`src/rtl/deadline_sorted_timer_queue_core_assert.svh`:
```
// Assertion macros for the deadline-sorted timer queue core.
// Used by the top level; no other dependencies.
`ifndef DEADLINE_SORTED_TIMER_QUEUE_CORE_ASSERT_SVH
`define DEADLINE_SORTED_TIMER_QUEUE_CORE_ASSERT_SVH
`ifndef SYNTHESIS
// immediate-cycle implication, disabled in reset
`define DSTQ_ASSERT(lbl, clk, rstn, prop, msg) \
  lbl: assert property (@(posedge clk) disable iff (!rstn) prop) else $error(msg);
// next-cycle implication, disabled in reset
`define DSTQ_ASSERT_NEXT(lbl, clk, rstn, ante, cons, msg) \
  lbl: assert property (@(posedge clk) disable iff (!rstn) (ante) |=> (cons)) else $error(msg);
`else
`define DSTQ_ASSERT(lbl, clk, rstn, prop, msg)
`define DSTQ_ASSERT_NEXT(lbl, clk, rstn, ante, cons, msg)
`endif
`endif

```
`src/rtl/dstq_pkg.sv`:
```
// Shared types and constants for the deadline-sorted timer queue.
// No dependencies.
package dstq_pkg;

  localparam int ID_W      = 6;
  localparam int TYPE_W    = 16;
  localparam int CK_W      = 32;
  localparam int DLY_W     = 32;
  localparam int TIME_W    = 64;
  localparam int RES_CAP   = 16;
  localparam int CAP_W     = 5;

  typedef enum logic [1:0] {
    CMD_SET   = 2'd0,
    CMD_KILL  = 2'd1,
    CMD_RESET = 2'd2,
    CMD_TICK  = 2'd3
  } cmd_t;

  typedef enum logic [1:0] {
    KIND_SET    = 2'd0,
    KIND_KILL   = 2'd1,
    KIND_RESET  = 2'd2,
    KIND_EXPIRY = 2'd3
  } kind_t;

  typedef enum logic [2:0] {
    ST_IDLE,
    ST_KILL,
    ST_RST,
    ST_SET_CHK,
    ST_SET_CMP,
    ST_TICK_CHK,
    ST_TICK_CMP
  } state_t;

  // order list operation: insert id at pos, or remove entry at pos
  typedef struct packed {
    logic            ins;
    logic            rem;
    logic [ID_W-1:0] pos;
    logic [ID_W-1:0] id;
  } ord_op_t;

endpackage

```
`src/rtl/dstq_store.sv`:
```
// Timer record memories indexed by timer id: deadline and type/cookie.
// Depends on dstq_pkg for field widths.
module dstq_store #(
  parameter int MAX_TIMERS = 16,
  parameter int IW = 4
) (
  input  logic                          clk,
  input  logic                          we_dl,
  input  logic                          we_pl,
  input  logic [IW-1:0]                 waddr,
  input  logic [dstq_pkg::TIME_W-1:0]   wdl,
  input  logic [dstq_pkg::TYPE_W-1:0]   wtype,
  input  logic [dstq_pkg::CK_W-1:0]     wck,
  input  logic [IW-1:0]                 raddr,
  output logic [dstq_pkg::TIME_W-1:0]   rdl,
  output logic [dstq_pkg::TYPE_W-1:0]   rtype,
  output logic [dstq_pkg::CK_W-1:0]     rck
);

  logic [dstq_pkg::TIME_W-1:0]                  dl_mem [MAX_TIMERS];
  logic [dstq_pkg::TYPE_W+dstq_pkg::CK_W-1:0]   pl_mem [MAX_TIMERS];

  // write ports
  always_ff @(posedge clk) begin
    if (we_dl) dl_mem[waddr] <= wdl;
    if (we_pl) pl_mem[waddr] <= {wtype, wck};
  end

  // registered read
  always_ff @(posedge clk) begin
    rdl           <= dl_mem[raddr];
    {rtype, rck}  <= pl_mem[raddr];
  end

endmodule

```
`src/rtl/dstq_order.sv`:
```
// Queue order list: timer ids by position, with shift insert and remove.
// Depends on dstq_pkg for the operation struct.
module dstq_order #(
  parameter int MAX_TIMERS = 16,
  parameter int IW = 4,
  parameter int CW = 5
) (
  input  logic                        clk,
  input  dstq_pkg::ord_op_t           op,
  input  logic [CW-1:0]               count,
  input  logic [dstq_pkg::ID_W-1:0]   kill_id,
  input  logic [IW-1:0]               sel_pos,
  output logic [dstq_pkg::ID_W-1:0]   sel_id,
  output logic [dstq_pkg::ID_W-1:0]   head_id,
  output logic [dstq_pkg::ID_W-1:0]   match_pos
);

  logic [IW-1:0] ord_r [MAX_TIMERS];
  logic [IW-1:0] ip;

  assign ip = op.pos[IW-1:0];

  // shift cells on insert or remove
  for (genvar g = 0; g < MAX_TIMERS; g++) begin : g_cell
    always_ff @(posedge clk) begin
      if (op.ins) begin
        if (IW'(g) == ip) ord_r[g] <= op.id[IW-1:0];
        else if (IW'(g) > ip) ord_r[g] <= ord_r[(g > 0) ? g - 1 : 0];
      end else if (op.rem) begin
        if (IW'(g) >= ip) ord_r[g] <= ord_r[(g < MAX_TIMERS - 1) ? g + 1 : g];
      end
    end
  end

  assign sel_id  = dstq_pkg::ID_W'(ord_r[sel_pos]);
  assign head_id = dstq_pkg::ID_W'(ord_r[0]);

  // locate the queued position of a given id
  always_comb begin
    match_pos = '0;
    for (int i = 0; i < MAX_TIMERS; i++) begin
      if (CW'(i) < count && dstq_pkg::ID_W'(ord_r[i]) == kill_id)
        match_pos = dstq_pkg::ID_W'(i);
    end
  end

endmodule

```
`src/rtl/deadline_sorted_timer_queue_core.sv`:
```
// Top level of the deadline-sorted timer queue: command sequencer, state.
// Depends on dstq_pkg, dstq_store, dstq_order and the assertion header.
//
//  channel  | handshake           | payload
//  ---------+---------------------+-------------------------------------------
//  input    | start / busy        | in_cmd in_timer_id in_timer_type in_cookie
//           |                     | in_delay
//  result   | out_valid (strobe)  | out_kind out_ok out_result_id
//           |                     | out_event_type out_event_cookie out_last
//  config   | cfg_valid/cfg_ready | cfg_data (enabled)
//
// A set compares queued deadlines from the head, one store read per compared
// entry, until one is not earlier or the tail is reached; a refused set
// compares none. A reset with one queued timer retargets it or refuses;
// any other reset removes the timer, if queued, and then runs the set. A
// tick removes expired heads until the 16th expiry, an empty queue or an
// unexpired head ends it. Each word appears in the cycle after its decision;
// busy drops in the cycle that shows the final word. Synchronous active-low
// reset clears the queue count, id map and time. The receiver cannot stall.
`include "deadline_sorted_timer_queue_core_assert.svh"
module deadline_sorted_timer_queue_core #(
  parameter int MAX_TIMERS = 16
) (
  input  logic                                 clk,
  input  logic                                 rst_n,
  input  logic                                 start,
  output logic                                 busy,
  input  logic [1:0]                           in_cmd,
  input  logic [dstq_pkg::ID_W-1:0]            in_timer_id,
  input  logic [dstq_pkg::TYPE_W-1:0]          in_timer_type,
  input  logic signed [dstq_pkg::CK_W-1:0]     in_cookie,
  input  logic [dstq_pkg::DLY_W-1:0]           in_delay,
  output logic                                 out_valid,
  output logic [1:0]                           out_kind,
  output logic                                 out_ok,
  output logic [dstq_pkg::ID_W-1:0]            out_result_id,
  output logic [dstq_pkg::TYPE_W-1:0]          out_event_type,
  output logic signed [dstq_pkg::CK_W-1:0]     out_event_cookie,
  output logic                                 out_last,
  input  logic                                 cfg_valid,
  output logic                                 cfg_ready,
  input  logic                                 cfg_data
);

  localparam int IW = (MAX_TIMERS > 1) ? $clog2(MAX_TIMERS) : 1;
  localparam int CW = $clog2(MAX_TIMERS + 1);

  dstq_pkg::state_t                  state_r, state_nxt;
  logic                              en_r;
  logic [dstq_pkg::TIME_W-1:0]       now_r;
  logic [CW-1:0]                     count_r, count_nxt;
  logic [MAX_TIMERS-1:0]             in_use_r, in_use_nxt;
  dstq_pkg::cmd_t                    cmd_r;
  logic [dstq_pkg::ID_W-1:0]         tid_r;
  logic [dstq_pkg::TYPE_W-1:0]       typ_r;
  logic [dstq_pkg::CK_W-1:0]         ck_r;
  logic [dstq_pkg::TIME_W-1:0]       dl_r;
  logic [CW-1:0]                     p_r, p_nxt;
  logic [dstq_pkg::CAP_W-1:0]        n_r, n_nxt;
  logic                              pend_v_r, pend_v_nxt;
  logic [dstq_pkg::ID_W-1:0]         pend_id_r;
  logic [dstq_pkg::TYPE_W-1:0]       pend_type_r;
  logic [dstq_pkg::CK_W-1:0]         pend_ck_r;
  logic                              pend_ld;

  logic                              out_valid_r, out_valid_nxt;
  dstq_pkg::kind_t                   out_kind_r, out_kind_nxt;
  logic                              out_ok_r, out_ok_nxt;
  logic [dstq_pkg::ID_W-1:0]         out_id_r, out_id_nxt;
  logic [dstq_pkg::TYPE_W-1:0]       out_type_r, out_type_nxt;
  logic [dstq_pkg::CK_W-1:0]         out_ck_r, out_ck_nxt;
  logic                              out_last_r, out_last_nxt;

  logic                              accept;
  logic [dstq_pkg::TIME_W:0]         dl_sum;
  logic [dstq_pkg::TIME_W-1:0]       dl_in;
  logic                              free_found;
  logic [dstq_pkg::ID_W-1:0]         free_id;
  logic                              tid_ok, killable;
  logic [IW-1:0]                     tid_idx;
  dstq_pkg::kind_t                   set_kind;

  dstq_pkg::ord_op_t                 op;
  logic [dstq_pkg::ID_W-1:0]         sel_id, head_id, match_pos;
  logic                              st_we_dl, st_we_pl;
  logic [IW-1:0]                     st_waddr, st_raddr;
  logic [dstq_pkg::TIME_W-1:0]       st_rdl;
  logic [dstq_pkg::TYPE_W-1:0]       st_rtype;
  logic [dstq_pkg::CK_W-1:0]         st_rck;

  assign accept    = start && !busy;
  assign busy      = (state_r != dstq_pkg::ST_IDLE);
  assign cfg_ready = 1'b1;

  // saturating deadline from the current time
  assign dl_sum = {1'b0, now_r} + {{(dstq_pkg::TIME_W + 1 - dstq_pkg::DLY_W){1'b0}}, in_delay};
  assign dl_in  = dl_sum[dstq_pkg::TIME_W] ? '1 : dl_sum[dstq_pkg::TIME_W-1:0];

  // lowest free id
  always_comb begin
    free_found = 1'b0;
    free_id    = '0;
    for (int i = MAX_TIMERS - 1; i >= 0; i--) begin
      if (!in_use_r[i]) begin
        free_found = 1'b1;
        free_id    = dstq_pkg::ID_W'(i);
      end
    end
  end

  assign tid_ok   = ({1'b0, tid_r} < (dstq_pkg::ID_W + 1)'(MAX_TIMERS));
  assign tid_idx  = tid_r[IW-1:0];
  assign killable = tid_ok && in_use_r[tid_idx];
  assign set_kind = (cmd_r == dstq_pkg::CMD_RESET) ? dstq_pkg::KIND_RESET : dstq_pkg::KIND_SET;

  dstq_store #(.MAX_TIMERS(MAX_TIMERS), .IW(IW)) u_store (
    .clk   (clk),
    .we_dl (st_we_dl),
    .we_pl (st_we_pl),
    .waddr (st_waddr),
    .wdl   (dl_r),
    .wtype (typ_r),
    .wck   (ck_r),
    .raddr (st_raddr),
    .rdl   (st_rdl),
    .rtype (st_rtype),
    .rck   (st_rck)
  );

  dstq_order #(.MAX_TIMERS(MAX_TIMERS), .IW(IW), .CW(CW)) u_order (
    .clk       (clk),
    .op        (op),
    .count     (count_r),
    .kill_id   (tid_r),
    .sel_pos   (p_r[IW-1:0]),
    .sel_id    (sel_id),
    .head_id   (head_id),
    .match_pos (match_pos)
  );

  // next state, queue updates and result word
  always_comb begin
    state_nxt     = state_r;
    count_nxt     = count_r;
    in_use_nxt    = in_use_r;
    p_nxt         = p_r;
    n_nxt         = n_r;
    pend_v_nxt    = pend_v_r;
    pend_ld       = 1'b0;
    op            = '0;
    st_we_dl      = 1'b0;
    st_we_pl      = 1'b0;
    st_waddr      = '0;
    st_raddr      = '0;
    out_valid_nxt = 1'b0;
    out_kind_nxt  = out_kind_r;
    out_ok_nxt    = out_ok_r;
    out_id_nxt    = out_id_r;
    out_type_nxt  = '0;
    out_ck_nxt    = '0;
    out_last_nxt  = 1'b1;
    case (state_r)
      dstq_pkg::ST_IDLE: begin
        if (accept) begin
          p_nxt      = '0;
          n_nxt      = '0;
          pend_v_nxt = 1'b0;
          case (dstq_pkg::cmd_t'(in_cmd))
            dstq_pkg::CMD_SET:   state_nxt = dstq_pkg::ST_SET_CHK;
            dstq_pkg::CMD_KILL:  state_nxt = dstq_pkg::ST_KILL;
            dstq_pkg::CMD_RESET: state_nxt = dstq_pkg::ST_RST;
            default:             state_nxt = dstq_pkg::ST_TICK_CHK;
          endcase
        end
      end
      dstq_pkg::ST_KILL: begin
        if (killable) begin
          op.rem              = 1'b1;
          op.pos              = match_pos;
          count_nxt           = count_r - CW'(1);
          in_use_nxt[tid_idx] = 1'b0;
        end
        out_valid_nxt = 1'b1;
        out_kind_nxt  = dstq_pkg::KIND_KILL;
        out_ok_nxt    = killable;
        out_id_nxt    = tid_r;
        state_nxt     = dstq_pkg::ST_IDLE;
      end
      dstq_pkg::ST_RST: begin
        if (count_r == CW'(1)) begin
          // single timer: retarget in place or refuse
          out_valid_nxt = 1'b1;
          out_kind_nxt  = dstq_pkg::KIND_RESET;
          if (head_id == tid_r) begin
            st_we_dl   = 1'b1;
            st_waddr   = tid_idx;
            out_ok_nxt = 1'b1;
            out_id_nxt = tid_r;
          end else begin
            out_ok_nxt = 1'b0;
            out_id_nxt = '0;
          end
          state_nxt = dstq_pkg::ST_IDLE;
        end else begin
          if (killable) begin
            op.rem              = 1'b1;
            op.pos              = match_pos;
            count_nxt           = count_r - CW'(1);
            in_use_nxt[tid_idx] = 1'b0;
          end
          state_nxt = dstq_pkg::ST_SET_CHK;
        end
      end
      dstq_pkg::ST_SET_CHK: begin
        if (!en_r || !free_found) begin
          out_valid_nxt = 1'b1;
          out_kind_nxt  = set_kind;
          out_ok_nxt    = 1'b0;
          out_id_nxt    = '0;
          state_nxt     = dstq_pkg::ST_IDLE;
        end else if (p_r == count_r) begin
          op.ins                     = 1'b1;
          op.pos                     = dstq_pkg::ID_W'(p_r);
          op.id                      = free_id;
          st_we_dl                   = 1'b1;
          st_we_pl                   = 1'b1;
          st_waddr                   = free_id[IW-1:0];
          count_nxt                  = count_r + CW'(1);
          in_use_nxt[free_id[IW-1:0]] = 1'b1;
          out_valid_nxt              = 1'b1;
          out_kind_nxt               = set_kind;
          out_ok_nxt                 = 1'b1;
          out_id_nxt                 = free_id;
          state_nxt                  = dstq_pkg::ST_IDLE;
        end else begin
          st_raddr  = sel_id[IW-1:0];
          state_nxt = dstq_pkg::ST_SET_CMP;
        end
      end
      dstq_pkg::ST_SET_CMP: begin
        if (st_rdl < dl_r) begin
          p_nxt     = p_r + CW'(1);
          state_nxt = dstq_pkg::ST_SET_CHK;
        end else begin
          op.ins                     = 1'b1;
          op.pos                     = dstq_pkg::ID_W'(p_r);
          op.id                      = free_id;
          st_we_dl                   = 1'b1;
          st_we_pl                   = 1'b1;
          st_waddr                   = free_id[IW-1:0];
          count_nxt                  = count_r + CW'(1);
          in_use_nxt[free_id[IW-1:0]] = 1'b1;
          out_valid_nxt              = 1'b1;
          out_kind_nxt               = set_kind;
          out_ok_nxt                 = 1'b1;
          out_id_nxt                 = free_id;
          state_nxt                  = dstq_pkg::ST_IDLE;
        end
      end
      dstq_pkg::ST_TICK_CHK: begin
        if (n_r == dstq_pkg::CAP_W'(dstq_pkg::RES_CAP) || count_r == '0) begin
          // flush the held expiry as the final word
          out_valid_nxt = pend_v_r;
          out_kind_nxt  = dstq_pkg::KIND_EXPIRY;
          out_ok_nxt    = 1'b1;
          out_id_nxt    = pend_id_r;
          out_type_nxt  = pend_type_r;
          out_ck_nxt    = pend_ck_r;
          state_nxt     = dstq_pkg::ST_IDLE;
        end else begin
          st_raddr  = head_id[IW-1:0];
          state_nxt = dstq_pkg::ST_TICK_CMP;
        end
      end
      dstq_pkg::ST_TICK_CMP: begin
        out_kind_nxt = dstq_pkg::KIND_EXPIRY;
        out_ok_nxt   = 1'b1;
        out_id_nxt   = pend_id_r;
        out_type_nxt = pend_type_r;
        out_ck_nxt   = pend_ck_r;
        if (st_rdl <= now_r) begin
          // expired head: release held word, hold this one
          out_valid_nxt               = pend_v_r;
          out_last_nxt                = 1'b0;
          pend_v_nxt                  = 1'b1;
          pend_ld                     = 1'b1;
          op.rem                      = 1'b1;
          op.pos                      = '0;
          count_nxt                   = count_r - CW'(1);
          in_use_nxt[head_id[IW-1:0]] = 1'b0;
          n_nxt                       = n_r + dstq_pkg::CAP_W'(1);
          state_nxt                   = dstq_pkg::ST_TICK_CHK;
        end else begin
          out_valid_nxt = pend_v_r;
          state_nxt     = dstq_pkg::ST_IDLE;
        end
      end
      default: state_nxt = dstq_pkg::ST_IDLE;
    endcase
  end

  // control state
  always_ff @(posedge clk) begin
    if (!rst_n) begin
      state_r     <= dstq_pkg::ST_IDLE;
      en_r        <= 1'b0;
      now_r       <= '0;
      count_r     <= '0;
      in_use_r    <= '0;
      pend_v_r    <= 1'b0;
      out_valid_r <= 1'b0;
    end else begin
      state_r     <= state_nxt;
      count_r     <= count_nxt;
      in_use_r    <= in_use_nxt;
      pend_v_r    <= pend_v_nxt;
      out_valid_r <= out_valid_nxt;
      if (cfg_valid && cfg_ready) en_r <= cfg_data;
      if (accept && dstq_pkg::cmd_t'(in_cmd) == dstq_pkg::CMD_TICK && now_r != '1)
        now_r <= now_r + dstq_pkg::TIME_W'(1);
    end
  end

  // command capture, counters and result payload
  always_ff @(posedge clk) begin
    p_r <= p_nxt;
    n_r <= n_nxt;
    if (accept) begin
      cmd_r <= dstq_pkg::cmd_t'(in_cmd);
      tid_r <= in_timer_id;
      typ_r <= in_timer_type;
      ck_r  <= in_cookie;
      dl_r  <= dl_in;
    end
    if (pend_ld) begin
      pend_id_r   <= head_id;
      pend_type_r <= st_rtype;
      pend_ck_r   <= st_rck;
    end
    if (out_valid_nxt) begin
      out_kind_r <= out_kind_nxt;
      out_ok_r   <= out_ok_nxt;
      out_id_r   <= out_id_nxt;
      out_type_r <= out_type_nxt;
      out_ck_r   <= out_ck_nxt;
      out_last_r <= out_last_nxt;
    end
  end

  assign out_valid        = out_valid_r;
  assign out_kind         = out_kind_r;
  assign out_ok           = out_ok_r;
  assign out_result_id    = out_id_r;
  assign out_event_type   = out_type_r;
  assign out_event_cookie = out_ck_r;
  assign out_last         = out_last_r;

  `DSTQ_ASSERT(a_count_bound, clk, rst_n, count_r <= CW'(MAX_TIMERS), "queue count over capacity")
  `DSTQ_ASSERT(a_map_count, clk, rst_n, $countones(in_use_r) == int'(count_r), "id map and count disagree")
  `DSTQ_ASSERT(a_ack_last, clk, rst_n, (out_valid_r && out_kind_r != dstq_pkg::KIND_EXPIRY) |-> out_last_r, "ack word without last")
  `DSTQ_ASSERT_NEXT(a_accept_busy, clk, rst_n, start && !busy, busy, "accepted command left busy low")

endmodule
```
`config.mk`:
```
export PLATFORM = sky130hd
export DESIGN_NAME = deadline_sorted_timer_queue_core
export DESIGN_NICKNAME = d
export VERILOG_FILES = /design/src/rtl/dstq_pkg.sv /design/src/rtl/dstq_store.sv /design/src/rtl/dstq_order.sv /design/src/rtl/deadline_sorted_timer_queue_core.sv
export VERILOG_INCLUDE_DIRS = /design/src /design/src/rtl
export SDC_FILE = /design/constraint.sdc
export NUM_CORES = 2
export LEC_CHECK = 0
export ABC_CLOCK_PERIOD_IN_PS = 9300
export CELL_PAD_IN_SITES_DETAIL_PLACEMENT = 1
export CELL_PAD_IN_SITES_GLOBAL_PLACEMENT = 1
export CORE_MARGIN = 4
export CORE_UTILIZATION = 50
export CTS_CLUSTER_SIZE = 14
export DETAILED_ROUTE_END_ITERATION = 10
export DONT_BUFFER_PORTS = 1
export PLACE_DENSITY_LB_ADDON = 0.1
export SLEW_MARGIN = 25
export SYNTH_ARGS = -nofsm -noshare
export SYNTH_HDL_FRONTEND = slang
export SYNTH_SLANG_ARGS = --single-unit
export TNS_END_PERCENT = 100
```
`constraint.sdc`:
```
create_clock -name clk -period 9.3 [get_ports clk]
set_input_delay 1.86 -clock clk [delete_from_list [all_inputs] [get_ports clk]]
set_output_delay 1.86 -clock clk [all_outputs]
set_load 0.03 [all_outputs]
```
==> key figures <==
Detailed routing
  • Post-Route WL: 282.8 mm
  • Final ANT Viol Nets: 0
  • Routed vias: 63258
  • DR pass1 iterations: 7
  • Initial drt markers: 5433
  • WL/cell: 27.34 um
  • Via density: 6.117
  • Remaining DRCs: 0

Setup path
  • WS Path Type: flop to flop
  • CP Max Fanout: 46
  • CP Launch Type: flop
  • CP arrival: 7.42 ns
  • WP data required: 9.80 ns
  • CP endpoint kind: flop

Yosys
  • Post-synthesis cell count: 7733
  • Top post-synthesis cells by area: edfxtp_1 (65%), nand2_1 (7.9%), dfxtp_1 (4.3%), a311oi_1 (3.1%), nand3_1 (3.0%)
  • Mux share of post-synthesis cell area: 0.8311%
  • Post-synthesis net count: 7994
  • Synth Cell Area: 96190 um^2
  • Largest family of logic cells by synthesized area: simple AND/OR/NAND/NOR gates
  • EDFF count, synth: 2096
  • Commonest cells post-synth: edfxtp_1 (2096), nand2_1 (2021), nand3_1 (571)
  • Synth Flop Type: edfxtp_1
  • Yosys reg bits: 2303
  • Netlist cell types: 93
  • Register area share after synthesis: 69.74%
  • Count leader, synth: edfxtp_1
  • Simple-gate share of the synthesized area: 15.38%
  • Yosys top cell by area: edfxtp_1
  • Synth Area in Compound Gates: 7.583%
  • Post-synth top area share: 65.43%
  • Async set-reset flop share out of synthesis: 0%
  • Adder-cell area share of the yosys netlist: 2.193%
  • Warnings from Yosys: 0
  • Mean post-synth cell area: 12.44 um^2
  • XOR/XNOR Fraction of Synth Area: 1.657%

Placement
  • Placer Congestion: 0.9118
  • Port buffer count: 0
  • Placed inst area: 99080 um^2
  • Placed wire-length estimate: 164.6 mm
  • Pre-CTS setup slack: 2.344 ns

Timing
  • RSZ-0062 raised after global routing: no
  • PnR worst setup slack: 2.385 ns
  • Final setup fails: 0
  • Maximum clock rate: 144.6 MHz
  • Worst hold slack: 0.4031 ns
  • Worst-Margin Slew: 1.140 ns
  • Final Cycle Share: 74.35%
  • Slew HR: 23.47%
  • Final Max Slew Viols: 0
  • Hold Violations, Final: 0
  • Worst-case clock skew: 0.05136 ns
  • Fin crit period: 6.915 ns
  • Final TNS setup: 0 ns

Clock network
  • CTS tree: done
  • CTS root buf: clkbuf_16
  • H-tree levels: 4
  • PostCTS Resize Cnt: 0
  • Post-CTS Setup Repair Bufs: 0
  • Clock latency on the worst-skew pair: 0.89 ns
  • Clk sinks: 2303
  • Clock transition at the registers of the reported paths: 0.06 ns
  • Clock tree buffer depth: 3
  • Hold_buf cts: 0
  • CTS buffer count: 232

Final layout
  • Nets@finish: 7879
  • Number of fill cells: 18757
  • Area grow syn2layout: 11.33%
  • Design Area, Final: 107100 um^2
  • Share of cells above drive strength 1: 7.514%

Floorplanning
  • Initial Util: 50.42%
  • Die Footprint: 199500 um^2
  • Ports: 154
  • Total core area: 190800 um^2
  • Die width: 446.6 um
  • Die Y: 446.6 um
  • FP Rows: 160

Pwr
  • Sw frac: 21.46%
  • Max VDD drop: 0.1647 mV
  • LEAKAGE: 37.59 nW
  • Clock network power share: 43.9%
  • Pwr Density: 206.3 nW/um^2
  • Seq pwr share: 53.6%
  • Switching power: 0.004742 W
  • Int Power: 0.01735 W
  • Logic pwr share: 2.5%

Status
  • Status: complete, no violations

GRT
  • Largest net degree at the start of global routing: 180
  • GRT Overall Usage: 28.08%
  • Vias in the first global route: 65923
  • First-pass GRT wire length: 424.8 mm
  • Initial antenna violation count: 10
  • Final global-route overflow total: 0

Flow run
  • Max-cap violations: 0

Hold path
  • Hold WC Path Type: flop to flop
-- flip-flops by register name (all words and copies together), names as in the netlist, 5 cells and up, named ones only --
| name | flops |
|---|---|
| p_r | 5 |
| n_r | 5 |
| pend_ck_r | 32 |
| typ_r | 16 |
| tid_r | 6 |
| u_store.dl_mem | 1024 |
| out_event_cookie | 32 |
| count_r | 5 |
| dl_r | 64 |
| out_event_type | 16 |
| out_result_id | 6 |
| u_order.ord_r | 64 |
| u_store.rdl | 64 |
| u_store.pl_mem | 768 |
| u_store.rtype | 16 |
| pend_type_r | 16 |
| ck_r | 32 |
| now_r | 64 |
| in_use_r | 16 |
| u_store.rck | 32 |
-- worst paths after layout --
check	cells past startpoint	slack, ns	to	start
max	15	2.39	u_store.dl_mem[1][22]$_DFFE_PP_	dl_r[45]$_SDFFCE_PP1P_
min	0	0.40	pend_type_r[6]$_DFFE_PP_	u_store.rtype[6]$_DFF_P_
max reg2reg	15	2.39	u_store.dl_mem[1][22]$_DFFE_PP_	dl_r[45]$_SDFFCE_PP1P_
min reg2reg	0	0.40	pend_type_r[6]$_DFFE_PP_	u_store.rtype[6]$_DFF_P_
-- routing by layer --
layer | GRT usage [%] | vias up | part of all wire (%) | wire (um)
li1 | - | 28248 | - | -
met1 | 37.30 | 32624 | 42 | 117700
met2 | 48.47 | 1920 | 50 | 142200
met3 | 3.261 | 466 | 4.9 | 13760
met4 | 9.009 | 0 | 3.2 | 9119
met5 | 0 | - | 0 | 0
-- through the flow --
stage | instances | total power (W) | utilization, %
CTS | 10336 | 0.02225 | 56.12
floorplan | 7733 | 0.01228 | -
global placement | 9893 | 0.01257 | 51.90
finish | 10342 | 0.02209 | 56.13
global route | 10340 | 0.02278 | 56.13
detailed placement | 9895 | 0.01261 | 51.94
-- power by group through the flow --
stage | combinational (W) | sequential, W | clock [W]
final | 0.000548 | 0.0118 | 0.00970
after global routing | 0.000593 | 0.0119 | 0.0103
after CTS | 0.000547 | 0.0118 | 0.00985
after detailed placement | 0.000540 | 0.0121 | 0
after global placement | 0.000527 | 0.0120 | 0
after floorplan | 0.000362 | 0.0119 | 0
-- critical path, cell delays in order, from the launching register on --
cell and delay [ns]:
edfxtp_1 0.74, inv_1 0.10, ha_1 0.33, a21oi_1 0.14, o21ai_0 0.10, a221oi_1 0.74, o32ai_1 0.39, a2111oi_2 0.36
buf_4 0.26, or2_1 0.12, buf_4 0.35, inv_2 0.39, nand2_1 0.50, nand3_1 0.57, nor2_4 0.90, buf_12 0.42
-- area by class of cell --
class	instances	area (um^2)	area share, %
antenna	6	15.01	0.01402
clock buffer	324	6505	6.074
clock inverter	117	1488	1.389
inverter	182	690.7	0.6449
multi-input combinational	4783	26980	25.19
sequential	2303	67080	62.64
tap	2511	3142	2.934
timing repair buffer	116	1186	1.108
-- logic make-up (layout without fill, tap and decap cells) --
kind of cell             count (synthesis)  after routing
AO/OA/AOI/OAI                         1019           1019
XOR/XNOR                               182            182
adder cells (fa/ha/maj)                168            168
buffers and inverters                  647            739
flip-flops                            2303           2303
multiplexers                            49             49
other                                    1              7
AND/OR/NAND/NOR                       3364           3364
-- cell usage in the layout (no fill, tap or decap), types with 67 or more instances in the layout --
cell type,Yosys,final
a21oi_1,240,239
a311oi_1,338,338
a31oi_1,132,132
and2_1,67,67
and3_1,245,245
buf_4,3,92
clkbuf_16,0,235
dfxtp_1,207,207
edfxtp_1,2096,2096
ha_1,167,167
inv_1,179,176
nand2_1,2021,2020
nand3_1,571,571
nor2_1,213,187
o21ai_0,84,81
xnor2_1,121,121
(Power assumes the default switching activity.)
